File: src/sv/fevd_pkg.sv
// Package: widths, constants, register map and shared types of the frame energy detector.
`default_nettype none
package fevd_pkg;

	// Sample and frame geometry (frame length is a power of two)
	localparam int SAMPLE_BITS   = 16;
	localparam int FRAME_SAMPLES = 1024;
	localparam int FRAME_LOG2    = $clog2(FRAME_SAMPLES);
	localparam int IDX_W         = FRAME_LOG2;
	localparam int SQ_W          = 2 * SAMPLE_BITS;
	localparam int SUM_W         = 2 * SAMPLE_BITS - 1 + FRAME_LOG2;
	localparam int MEAN_W        = SUM_W - FRAME_LOG2;

	// Square root unit
	localparam int RAD_W      = 32;
	localparam int ROOT_W     = 16;
	localparam int ROOT_STEPS = RAD_W / 2;
	localparam int STEP_W     = $clog2(ROOT_STEPS);

	// Shared multiplier
	localparam int MUL_A_W = 32;
	localparam int MUL_B_W = 16;
	localparam int PROD_W  = MUL_A_W + MUL_B_W;

	// Threshold and counters
	localparam int THR_W  = 32;
	localparam int CNT_W  = 16;
	localparam int CFG_W  = 16;
	localparam logic [THR_W-1:0]   THR_RESET = 32'd1610613;
	localparam logic [MUL_B_W-1:0] W_KEEP    = 16'd64881;
	localparam logic [MUL_B_W-1:0] W_GAIN    = 16'd164;
	localparam logic [CNT_W-1:0]   NEVER     = 16'hFFFF;

	// APB register map
	localparam int PADDR_W = 4;
	localparam int PDATA_W = 32;
	localparam logic [1:0] REG_MIN_TALK = 2'd0;
	localparam logic [1:0] REG_MIN_SIL  = 2'd1;
	localparam logic [1:0] REG_MAX_SIL  = 2'd2;

	localparam logic [CFG_W-1:0] MIN_TALK_RESET = 16'd8;
	localparam logic [CFG_W-1:0] MIN_SIL_RESET  = 16'd65;
	localparam logic [CFG_W-1:0] MAX_SIL_RESET  = 16'd431;

	typedef struct packed {
		logic [CFG_W-1:0] min_talk_frames;
		logic [CFG_W-1:0] min_silence_frames;
		logic [CFG_W-1:0] max_silence_frames;
	} cfg_t;

endpackage
`default_nettype wire

File: src/sv/fevd_isqrt.sv
// Iterative integer square root, two radicand bits per cycle.
`default_nettype none
module fevd_isqrt (
	input  wire logic                       clk,
	input  wire logic                       arst_n,
	input  wire logic                       start,
	input  wire logic [fevd_pkg::RAD_W-1:0] radicand,
	output logic                            done,
	output logic [fevd_pkg::ROOT_W-1:0]     root
);
	import fevd_pkg::*;

	logic [RAD_W-1:0]  v_q;
	logic [RAD_W-1:0]  res_q;
	logic [RAD_W-1:0]  bit_q;
	logic [STEP_W-1:0] cnt_q;
	logic              busy_q;
	logic              done_q;
	logic [RAD_W-1:0]  trial;

	assign trial = res_q + bit_q;

	// control
	always_ff @(posedge clk or negedge arst_n) begin
		if (!arst_n) begin
			busy_q <= 1'b0;
			done_q <= 1'b0;
			cnt_q  <= '0;
		end else begin
			done_q <= 1'b0;
			if (start) begin
				busy_q <= 1'b1;
				cnt_q  <= STEP_W'(ROOT_STEPS - 1);
			end else if (busy_q) begin
				cnt_q <= cnt_q - STEP_W'(1);
				if (cnt_q == '0) begin
					busy_q <= 1'b0;
					done_q <= 1'b1;
				end
			end
		end
	end

	// one restoring step per cycle
	always_ff @(posedge clk) begin
		if (start) begin
			v_q   <= radicand;
			res_q <= '0;
			bit_q <= RAD_W'(1) << (RAD_W - 2);
		end else if (busy_q) begin
			if (v_q >= trial) begin
				v_q   <= v_q - trial;
				res_q <= (res_q >> 1) + bit_q;
			end else begin
				res_q <= res_q >> 1;
			end
			bit_q <= bit_q >> 2;
		end
	end

	assign done = done_q;
	assign root = res_q[ROOT_W-1:0];

endmodule
`default_nettype wire

File: src/sv/fevd_mul.sv
// Shared 32x16 unsigned multiplier with a registered product.
`default_nettype none
module fevd_mul (
	input  wire logic                         clk,
	input  wire logic [fevd_pkg::MUL_A_W-1:0] a,
	input  wire logic [fevd_pkg::MUL_B_W-1:0] b,
	output logic [fevd_pkg::PROD_W-1:0]       prod_q
);
	import fevd_pkg::*;

	always_ff @(posedge clk) begin
		prod_q <= PROD_W'(a) * PROD_W'(b);
	end

endmodule
`default_nettype wire

File: src/sv/fevd_regs.sv
// APB configuration registers: talk and silence frame limits.
`default_nettype none
module fevd_regs (
	input  wire logic                         clk,
	input  wire logic                         arst_n,
	input  wire logic                         psel,
	input  wire logic                         penable,
	input  wire logic                         pwrite,
	input  wire logic [fevd_pkg::PADDR_W-1:0] paddr,
	input  wire logic [fevd_pkg::PDATA_W-1:0] pwdata,
	output logic [fevd_pkg::PDATA_W-1:0]      prdata,
	output logic                              pready,
	output fevd_pkg::cfg_t                    cfg
);
	import fevd_pkg::*;

	cfg_t       cfg_q;
	logic [1:0] idx;
	logic       wr;

	assign idx    = paddr[3:2];
	assign wr     = psel && penable && pwrite;
	assign pready = 1'b1;

	// register write; addresses past the map are ignored
	always_ff @(posedge clk or negedge arst_n) begin
		if (!arst_n) begin
			cfg_q.min_talk_frames    <= MIN_TALK_RESET;
			cfg_q.min_silence_frames <= MIN_SIL_RESET;
			cfg_q.max_silence_frames <= MAX_SIL_RESET;
		end else if (wr) begin
			case (idx)
				REG_MIN_TALK: cfg_q.min_talk_frames    <= pwdata[CFG_W-1:0];
				REG_MIN_SIL:  cfg_q.min_silence_frames <= pwdata[CFG_W-1:0];
				REG_MAX_SIL:  cfg_q.max_silence_frames <= pwdata[CFG_W-1:0];
				default: ;
			endcase
		end
	end

	// read mux
	always_comb begin
		case (idx)
			REG_MIN_TALK: prdata = PDATA_W'(cfg_q.min_talk_frames);
			REG_MIN_SIL:  prdata = PDATA_W'(cfg_q.min_silence_frames);
			REG_MAX_SIL:  prdata = PDATA_W'(cfg_q.max_silence_frames);
			default:      prdata = '0;
		endcase
	end

	assign cfg = cfg_q;

endmodule
`default_nettype wire

File: src/sv/frame_energy_voice_detector_top.sv
// Top level: frame energy voice activity detector with sequencer and datapath.
//
// Input channel (in_valid/in_ready, sample): one signed 16-bit audio sample per beat.
// Output channel (out_valid/out_ready): one result beat per finished frame of
// 1024 samples, carrying talking, segment_done, intensity (RMS of the frame),
// level_threshold (adapted Q16.16 threshold) and talk_count.
// Configuration: APB port, three 16-bit registers at 0x0, 0x4, 0x8
// (min_talk_frames, min_silence_frames, max_silence_frames); write only while idle.
// Sequence: a sample that does not end a frame is accepted, squared on the
// shared multiplier and accumulated. After the last sample of a frame is
// accumulated, the sequencer starts the square root unit and waits on it (16
// two-bit steps plus its done strobe), then runs the threshold compare, two
// passes through the shared multiplier, the threshold sum and loading the
// result beat; only then is the next sample accepted.
// in_ready is high only while the sequencer is idle.
// Reset clears the energy sum and sample count, resets the counters and loads the
// threshold with its initial value; the registers take their default limits.
// A stalled receiver keeps the result beat held; the block keeps accepting
// samples, and only waits at the end of the next frame if that beat is still held.
`default_nettype none
module frame_energy_voice_detector_top (
	input  wire logic                                clk,
	input  wire logic                                arst_n,
	input  wire logic                                in_valid,
	output logic                                     in_ready,
	input  wire logic signed [fevd_pkg::SAMPLE_BITS-1:0] sample,
	output logic                                     out_valid,
	input  wire logic                                out_ready,
	output logic                                     talking,
	output logic                                     segment_done,
	output logic [fevd_pkg::ROOT_W-1:0]              intensity,
	output logic [fevd_pkg::THR_W-1:0]               level_threshold,
	output logic [fevd_pkg::CNT_W-1:0]               talk_count,
	input  wire logic                                psel,
	input  wire logic                                penable,
	input  wire logic                                pwrite,
	input  wire logic [fevd_pkg::PADDR_W-1:0]        paddr,
	input  wire logic [fevd_pkg::PDATA_W-1:0]        pwdata,
	output logic [fevd_pkg::PDATA_W-1:0]             prdata,
	output logic                                     pready
);
	import fevd_pkg::*;

	localparam logic [3:0] S_IDLE    = 4'd0;
	localparam logic [3:0] S_SQ      = 4'd1;
	localparam logic [3:0] S_ACC     = 4'd2;
	localparam logic [3:0] S_ROOT_GO = 4'd3;
	localparam logic [3:0] S_ROOT    = 4'd4;
	localparam logic [3:0] S_CMP     = 4'd5;
	localparam logic [3:0] S_MUL1    = 4'd6;
	localparam logic [3:0] S_MUL2    = 4'd7;
	localparam logic [3:0] S_SUM     = 4'd8;
	localparam logic [3:0] S_OUT     = 4'd9;

	cfg_t                   cfg;
	logic [3:0]             state_q;
	logic [SAMPLE_BITS-1:0] mag_q;
	logic [SUM_W-1:0]       sum_q;
	logic [IDX_W-1:0]       idx_q;
	logic [ROOT_W-1:0]      int_q;
	logic [THR_W-1:0]       thr_q;
	logic [THR_W-1:0]       thr_adj_q;
	logic [THR_W-1:0]       keep_q;
	logic                   was_talking_q;
	logic                   talking_q;
	logic                   done_q;
	logic [CNT_W-1:0]       talk_frames_q;
	logic [CNT_W-1:0]       since_talk_q;
	logic                   out_valid_q;
	logic                   out_talking_q;
	logic                   out_done_q;
	logic [ROOT_W-1:0]      out_int_q;
	logic [THR_W-1:0]       out_thr_q;
	logic [CNT_W-1:0]       out_count_q;

	logic [MUL_A_W-1:0]     mul_a;
	logic [MUL_B_W-1:0]     mul_b;
	logic [PROD_W-1:0]      prod;
	logic                   root_start;
	logic                   root_done;
	logic [ROOT_W-1:0]      root;
	logic                   is_talk;
	logic [THR_W:0]         upd;
	logic                   seg_hit;
	logic                   slot_free;

	fevd_regs u_regs (
		.clk     (clk),
		.arst_n  (arst_n),
		.psel    (psel),
		.penable (penable),
		.pwrite  (pwrite),
		.paddr   (paddr),
		.pwdata  (pwdata),
		.prdata  (prdata),
		.pready  (pready),
		.cfg     (cfg)
	);

	fevd_mul u_mul (
		.clk    (clk),
		.a      (mul_a),
		.b      (mul_b),
		.prod_q (prod)
	);

	fevd_isqrt u_isqrt (
		.clk      (clk),
		.arst_n   (arst_n),
		.start    (root_start),
		.radicand (RAD_W'(sum_q[SUM_W-1:FRAME_LOG2])),
		.done     (root_done),
		.root     (root)
	);

	// multiplier operand select
	always_comb begin
		case (state_q)
			S_SQ: begin
				mul_a = MUL_A_W'(mag_q);
				mul_b = MUL_B_W'(mag_q);
			end
			S_MUL1: begin
				mul_a = thr_adj_q;
				mul_b = W_KEEP;
			end
			S_MUL2: begin
				mul_a = MUL_A_W'(int_q);
				mul_b = W_GAIN;
			end
			default: begin
				mul_a = '0;
				mul_b = '0;
			end
		endcase
	end

	assign root_start = (state_q == S_ROOT_GO);
	assign is_talk    = {int_q, 16'h0000} > thr_q;
	assign upd        = {1'b0, keep_q} + (THR_W + 1)'(prod[SQ_W-1:0]);
	assign seg_hit    = !talking_q
		&& (since_talk_q >= cfg.min_silence_frames)
		&& (since_talk_q <= cfg.max_silence_frames)
		&& (talk_frames_q >= cfg.min_talk_frames)
		&& (talk_frames_q != '0);
	assign slot_free  = !out_valid_q || out_ready;
	assign in_ready   = (state_q == S_IDLE);

	// sequencer and control state
	always_ff @(posedge clk or negedge arst_n) begin
		if (!arst_n) begin
			state_q       <= S_IDLE;
			sum_q         <= '0;
			idx_q         <= '0;
			thr_q         <= THR_RESET;
			was_talking_q <= 1'b0;
			talk_frames_q <= '0;
			since_talk_q  <= NEVER;
			out_valid_q   <= 1'b0;
		end else begin
			// result beat: raised when loaded, dropped once taken
			if (state_q == S_OUT && slot_free)
				out_valid_q <= 1'b1;
			else if (out_ready)
				out_valid_q <= 1'b0;
			case (state_q)
				S_IDLE: begin
					if (in_valid)
						state_q <= S_SQ;
				end
				S_SQ: begin
					state_q <= S_ACC;
				end
				S_ACC: begin
					sum_q <= sum_q + SUM_W'(prod[SQ_W-1:0]);
					idx_q <= idx_q + IDX_W'(1);
					if (idx_q == IDX_W'(FRAME_SAMPLES - 1))
						state_q <= S_ROOT_GO;
					else
						state_q <= S_IDLE;
				end
				S_ROOT_GO: begin
					sum_q   <= '0;
					state_q <= S_ROOT;
				end
				S_ROOT: begin
					if (root_done)
						state_q <= S_CMP;
				end
				S_CMP: begin
					was_talking_q <= is_talk;
					if (is_talk) begin
						if (talk_frames_q != NEVER)
							talk_frames_q <= talk_frames_q + CNT_W'(1);
						since_talk_q <= '0;
					end else if (since_talk_q != NEVER) begin
						since_talk_q <= since_talk_q + CNT_W'(1);
					end
					state_q <= S_MUL1;
				end
				S_MUL1: begin
					state_q <= S_MUL2;
				end
				S_MUL2: begin
					state_q <= S_SUM;
				end
				S_SUM: begin
					thr_q <= upd[THR_W] ? {THR_W{1'b1}} : upd[THR_W-1:0];
					if (seg_hit) begin
						talk_frames_q <= '0;
						since_talk_q  <= NEVER;
					end
					state_q <= S_OUT;
				end
				S_OUT: begin
					if (slot_free)
						state_q <= S_IDLE;
				end
				default: state_q <= S_IDLE;
			endcase
		end
	end

	// datapath registers
	always_ff @(posedge clk) begin
		if (state_q == S_IDLE && in_valid)
			mag_q <= sample[SAMPLE_BITS-1] ? SAMPLE_BITS'(~sample + 1'b1) : sample;
		if (state_q == S_ROOT && root_done)
			int_q <= root;
		if (state_q == S_CMP) begin
			talking_q <= is_talk;
			done_q    <= 1'b0;
			if (is_talk && !was_talking_q)
				thr_adj_q <= thr_q >> 2;
			else if (!is_talk && was_talking_q)
				thr_adj_q <= (thr_q[THR_W-1:THR_W-2] != 2'b00) ? {THR_W{1'b1}} : (thr_q << 2);
			else
				thr_adj_q <= thr_q;
		end
		if (state_q == S_MUL2)
			keep_q <= prod[PROD_W-1:MUL_B_W];
		if (state_q == S_SUM)
			done_q <= seg_hit;
		if (state_q == S_OUT && slot_free) begin
			out_talking_q <= talking_q;
			out_done_q    <= done_q;
			out_int_q     <= int_q;
			out_thr_q     <= thr_q;
			out_count_q   <= talk_frames_q;
		end
	end

	assign out_valid       = out_valid_q;
	assign talking         = out_talking_q;
	assign segment_done    = out_done_q;
	assign intensity       = out_int_q;
	assign level_threshold = out_thr_q;
	assign talk_count      = out_count_q;

endmodule
`default_nettype wire

File: config.mk
export PLATFORM = sky130hd
export DESIGN_NAME = frame_energy_voice_detector_top
export DESIGN_NICKNAME = d
export VERILOG_FILES = /design/src/sv/fevd_pkg.sv /design/src/sv/fevd_isqrt.sv /design/src/sv/fevd_mul.sv /design/src/sv/fevd_regs.sv /design/src/sv/frame_energy_voice_detector_top.sv
export SDC_FILE = /design/constraint.sdc
export NUM_CORES = 2
export LEC_CHECK = 0
export BUFFER_PORTS_ARGS = -buffer_cell sky130_fd_sc_hd__buf_4
export CORE_MARGIN = 2
export CORE_UTILIZATION = 35
export DETAILED_ROUTE_END_ITERATION = 7
export PLACE_DENSITY = 0.49
export REMOVE_ABC_BUFFERS = 1
export SYNTH_ARGS = -nofsm -noshare
export SYNTH_HDL_FRONTEND = slang
export SYNTH_HIERARCHICAL = 1
export SYNTH_SLANG_ARGS = --single-unit
export TNS_END_PERCENT = 100
File: constraint.sdc
create_clock -name clk -period 8.2 [get_ports clk]
set_clock_uncertainty 0.2 [all_clocks]
set_input_delay 2.46 -clock clk [delete_from_list [all_inputs] [get_ports clk]]
set_output_delay 2.46 -clock clk [all_outputs]
set_load 0.005 [all_outputs]
==> load_flow_metrics.sql <==
INSERT INTO impl_metrics (metric_group, metric, value, unit) VALUES
('timing', 'final_slew_viol_count', '0', ''),
('critical_path', 'critPathSlowestCell', 'fa_1', ''),
('run_status', 'status', 'finished, final reports clean', ''),
('layout', 'post_layout_nonfiller_instances', '6516', ''),
('critical_path', 'cp_top_family', 'adder cells', ''),
('floorplan', 'width_of_the_die', '359', 'um'),
('layout', 'post_route_cells_drive_above_1_share', '10.3', '%'),
('yosys', 'synthMuxAreaShare', '2.27', '%'),
('timing', 'setup_tns', '0', 'ns'),
('clocking', 'numCtsBuffers', '58', ''),
('yosys', 'synth-simple-area-share', '15.5', '%'),
('routing', 'iter_0_drt_violations', '2382', ''),
('yosys', 'postSynth.asyncResetShare', '37.5', '%'),
('yosys', 'synth_enable_flop_cells', '196', ''),
('clocking', 'clock_tree.root_cell', 'clkbuf_16', ''),
('yosys', 'portion_of_the_post_synthesis_area_used_by_sequential_elements', '27.7', '%'),
('clocking', 'cts_sinks', '467', ''),
('clocking', 'clock_insertion_delay_worst_skew', '0.67', 'ns'),
('yosys', 'ys_seq_elements', '467', ''),
('critical_path', 'worst_path_largest_cell_delay', '0.57', 'ns'),
('yosys', 'synth_compound_gate_area_share', '15.1', '%'),
('layout', 'fill_cells', '12600', ''),
('yosys', 'yosys-top-cells-area', 'fa_1, edfxtp_1, ha_1, dfrtp_1, inv_1', ''),
('global_routing', 'gr-total-overflow', '0', ''),
('hold_path', 'class_of_the_most_critical_hold_timing_path', 'register to register', ''),
('routing', 'drt_drc_violations_left', '0', ''),
('yosys', 'synthCells', '4747', ''),
('critical_path', 'worst-endpoint-required', '8.52', 'ns'),
('yosys', 'ys_top_cells_by_count', 'inv_1, nand2_1, fa_1', ''),
('yosys', 'yosys.cell_types.count', '112', ''),
('clocking', 'cts_tree', 'built', ''),
('timing', 'maximum_frequency_from_static_timing_analysis', '127', 'MHz'),
('yosys', 'synth_flop_cell', 'edfxtp_1', ''),
('floorplan', 'die-area', '129000', 'um^2'),
('clocking', 'clkTransAtPathRegs', '0.07', 'ns'),
('global_routing', 'antenna_found_initial', '4', ''),
('global_routing', 'number_of_global_route_vias_before_repair', '34100', ''),
('floorplan', 'placementRows', '130', ''),
('global_routing', 'pin_count_of_the_biggest_net_entering_global_routing', '131', ''),
('placement', 'buffer_ports.inserted', '124', ''),
('routing', 'first_pass_detailed_route_iteration_total', '7', ''),
('routing', 'routed_wl', '129000', 'um'),
('yosys', 'synth_top_family_by_area', 'adder cells', ''),
('routing', 'num_vias', '34100', ''),
('yosys', 'post_synth_instance_area', '44200', 'um^2'),
('routing', 'wl_per_cell', '19.8', 'um'),
('critical_path', 'critPathBufInv', '4', ''),
('timing', 'hold_violations', '0', ''),
('yosys', 'post-synth-top-count-cell', 'inv_1', ''),
('timing', 'grt_setup_unrepaired', 'false', ''),
('critical_path', 'timing.setup.critical_path_class', 'register to register', ''),
('yosys', 'yosys.area_share.xor_xnor', '3.49', '%'),
('routing', 'antenna_left', '0', ''),
('critical_path', 'critPathCaptureType', 'register', ''),
('pwr', 'vdd.ir_drop.worst', '198', 'uV'),
('critical_path', 'critical_path.cell_chain', 'nor2b_1, nand3_1, clkinv_1, buf_6, a22oi_1, nand2_1, and2_1, fa_1, fa_1, fa_1, fa_1, fa_1, inv_1, fa_1, inv_1, ha_1, nand2_1, o211ai_1, nand3_1, o31ai_2, nand2_1, o21ai_1, o221ai_1, xnor2_1', ''),
('critical_path', 'worst_path_fanout_max', '18', ''),
('placement', 'dp_cells', '6405', ''),
('floorplan', 'floorplan.die.height', '359', 'um'),
('routing', 'vias_per_cell', '5.23', ''),
('floorplan', 'total_i_o_pin_count', '160', ''),
('placement', 'dp_hpwl', '103000', 'um'),
('clocking', 'cts_hold_repair.buffers', '0', ''),
('pwr', 'leakage_component_of_the_power', '22.1', 'nW'),
('floorplan', 'starting_density_of_the_core', '35.2', '%'),
('global_routing', 'wire_length_of_the_first_global_routing_pass', '203000', 'um'),
('critical_path', 'arrival', '8.18', 'ns'),
('critical_path', 'cpMostUsedCell', 'fa_1', ''),
('timing', 'relative_max_transition_margin', '15.7', '%'),
('timing', 'final-setup-viol-count', '0', ''),
('floorplan', 'placeableCoreArea', '125000', 'um^2');
power by group:
part           total [mW]  switching, mW  internal, mW
Combinational        9.17           5.65          3.52
Clock                2.72           1.12          1.60
Sequential           4.26          0.823          3.44
area by class of cell:
cell class / count / share of cell area (%)
Inverter: 607 / 4.64
Multi-Input combinational cell: 3446 / 58.3
Timing Repair Buffer: 235 / 3.83
Sequential cell: 467 / 24.9
Clock inverter: 40 / 0.985
Clock buffer: 70 / 3.19
Antenna cell: 1 / 0.00509
Tap cell: 1650 / 4.20
worst register-to-register path, stage by stage (launching register included):
cell and delay [ns]:
dfrtp_1 0.37, nor2b_1 0.15, nand3_1 0.19, clkinv_1 0.11, buf_6 0.18, a22oi_1 0.34
nand2_1 0.32, and2_1 0.28, fa_1 0.48, fa_1 0.52, fa_1 0.53, fa_1 0.52
fa_1 0.54, inv_1 0.05, fa_1 0.57, inv_1 0.06, ha_1 0.44, nand2_1 0.15
o211ai_1 0.28, nand3_1 0.16, o31ai_2 0.38, nand2_1 0.22, o21ai_1 0.31, o221ai_1 0.19
xnor2_1 0.15
registers in the layout, indices dropped and copies added, names as in the netlist, 32 cells and up:
register         count
level_threshold     32
sum_q               41
u_isqrt/res_q       32
u_mul/prod_q        48
thr_adj_q           32
u_regs/cfg          48
keep_q              32
u_isqrt/v_q         32
thr_q               32
routing by layer:
layer	share of wire (%)	GRT usage [%]
met1	47	28.4
met2	46	32.1
met3	4.6	2.27
met4	2.7	5.47
met5	0	0
final timing paths:
path / end / cells past startpoint / slack [ns] / from
max: u_mul/prod_q[45]$_DFF_P_ / 24 / 0.34 / state_q[2]$_DFFE_PN0P_
min: keep_q[22]$_DFFE_PP_ / 0 / 0.19 / u_mul/prod_q[38]$_DFF_P_
max reg2reg: u_mul/prod_q[45]$_DFF_P_ / 24 / 0.34 / state_q[2]$_DFFE_PN0P_
min reg2reg: keep_q[22]$_DFFE_PP_ / 0 / 0.19 / u_mul/prod_q[38]$_DFF_P_
max in group asynchronous: sum_q[37]$_DFFE_PN0P_ / 2 / 5.01 / arst_n
min in group asynchronous: idx_q[0]$_DFFE_PN0P_ / 1 / 1.53 / arst_n
cell usage in the layout, fill, tap and decap left out, types with 15 or more instances in the layout:
master	n
inv_1	603
nand2_1	586
fa_1	421
ha_1	320
a21oi_1	270
and2_1	254
buf_4	222
edfxtp_1	196
nor2_1	193
o21ai_0	184
dfrtp_1	137
xnor2_1	112
dfxtp_1	96
a21o_1	91
nand3_1	74
xor2_1	63
a31oi_1	58
clkbuf_16	58
nand4_1	47
nor3_1	44
mux2_2	42
a211oi_1	40
mux2i_1	38
dfstp_2	37
and3_1	32
o21ai_1	32
nor2b_1	28
o22ai_1	28
o31ai_1	27
a22o_1	26
o21bai_1	25
nand2b_1	24
o211ai_1	22
o21a_1	21
nor4_1	20
or3_1	20
conb_1	18
and4_1	17
a22oi_1	15
cells by family after synthesis:
family,count (synthesis)
flops,467
mux,90
xor+xnor,176
fa+ha+maj,741
simple gates,1410
other cells,3
buf+inv,849
compound gates,1011
repair_timing:
item / in CTS / in global routing
setup endpoints to repair: 0 / 13
resized for setup: 0 / 20
hold endpoints to repair: 0 / 0
metrics by stage:
step           hold WS [ns]  util [%]  power [mW]  area (um^2)  setup WS (ns)
2_1_floorplan         0.186         -        10.4        43100         0.0401
6_report              0.195      39.2        16.2        49200          0.339
3_3_place_gp          0.189      37.5        13.4        47100          0.256
3_5_place_dp          0.189      37.5        13.4        47100          0.216
4_1_cts               0.197      39.2        16.2        49100          0.144
5_1_grt               0.206      39.2        17.5        49200         0.0266
Power figures use the tool's default switching activity.
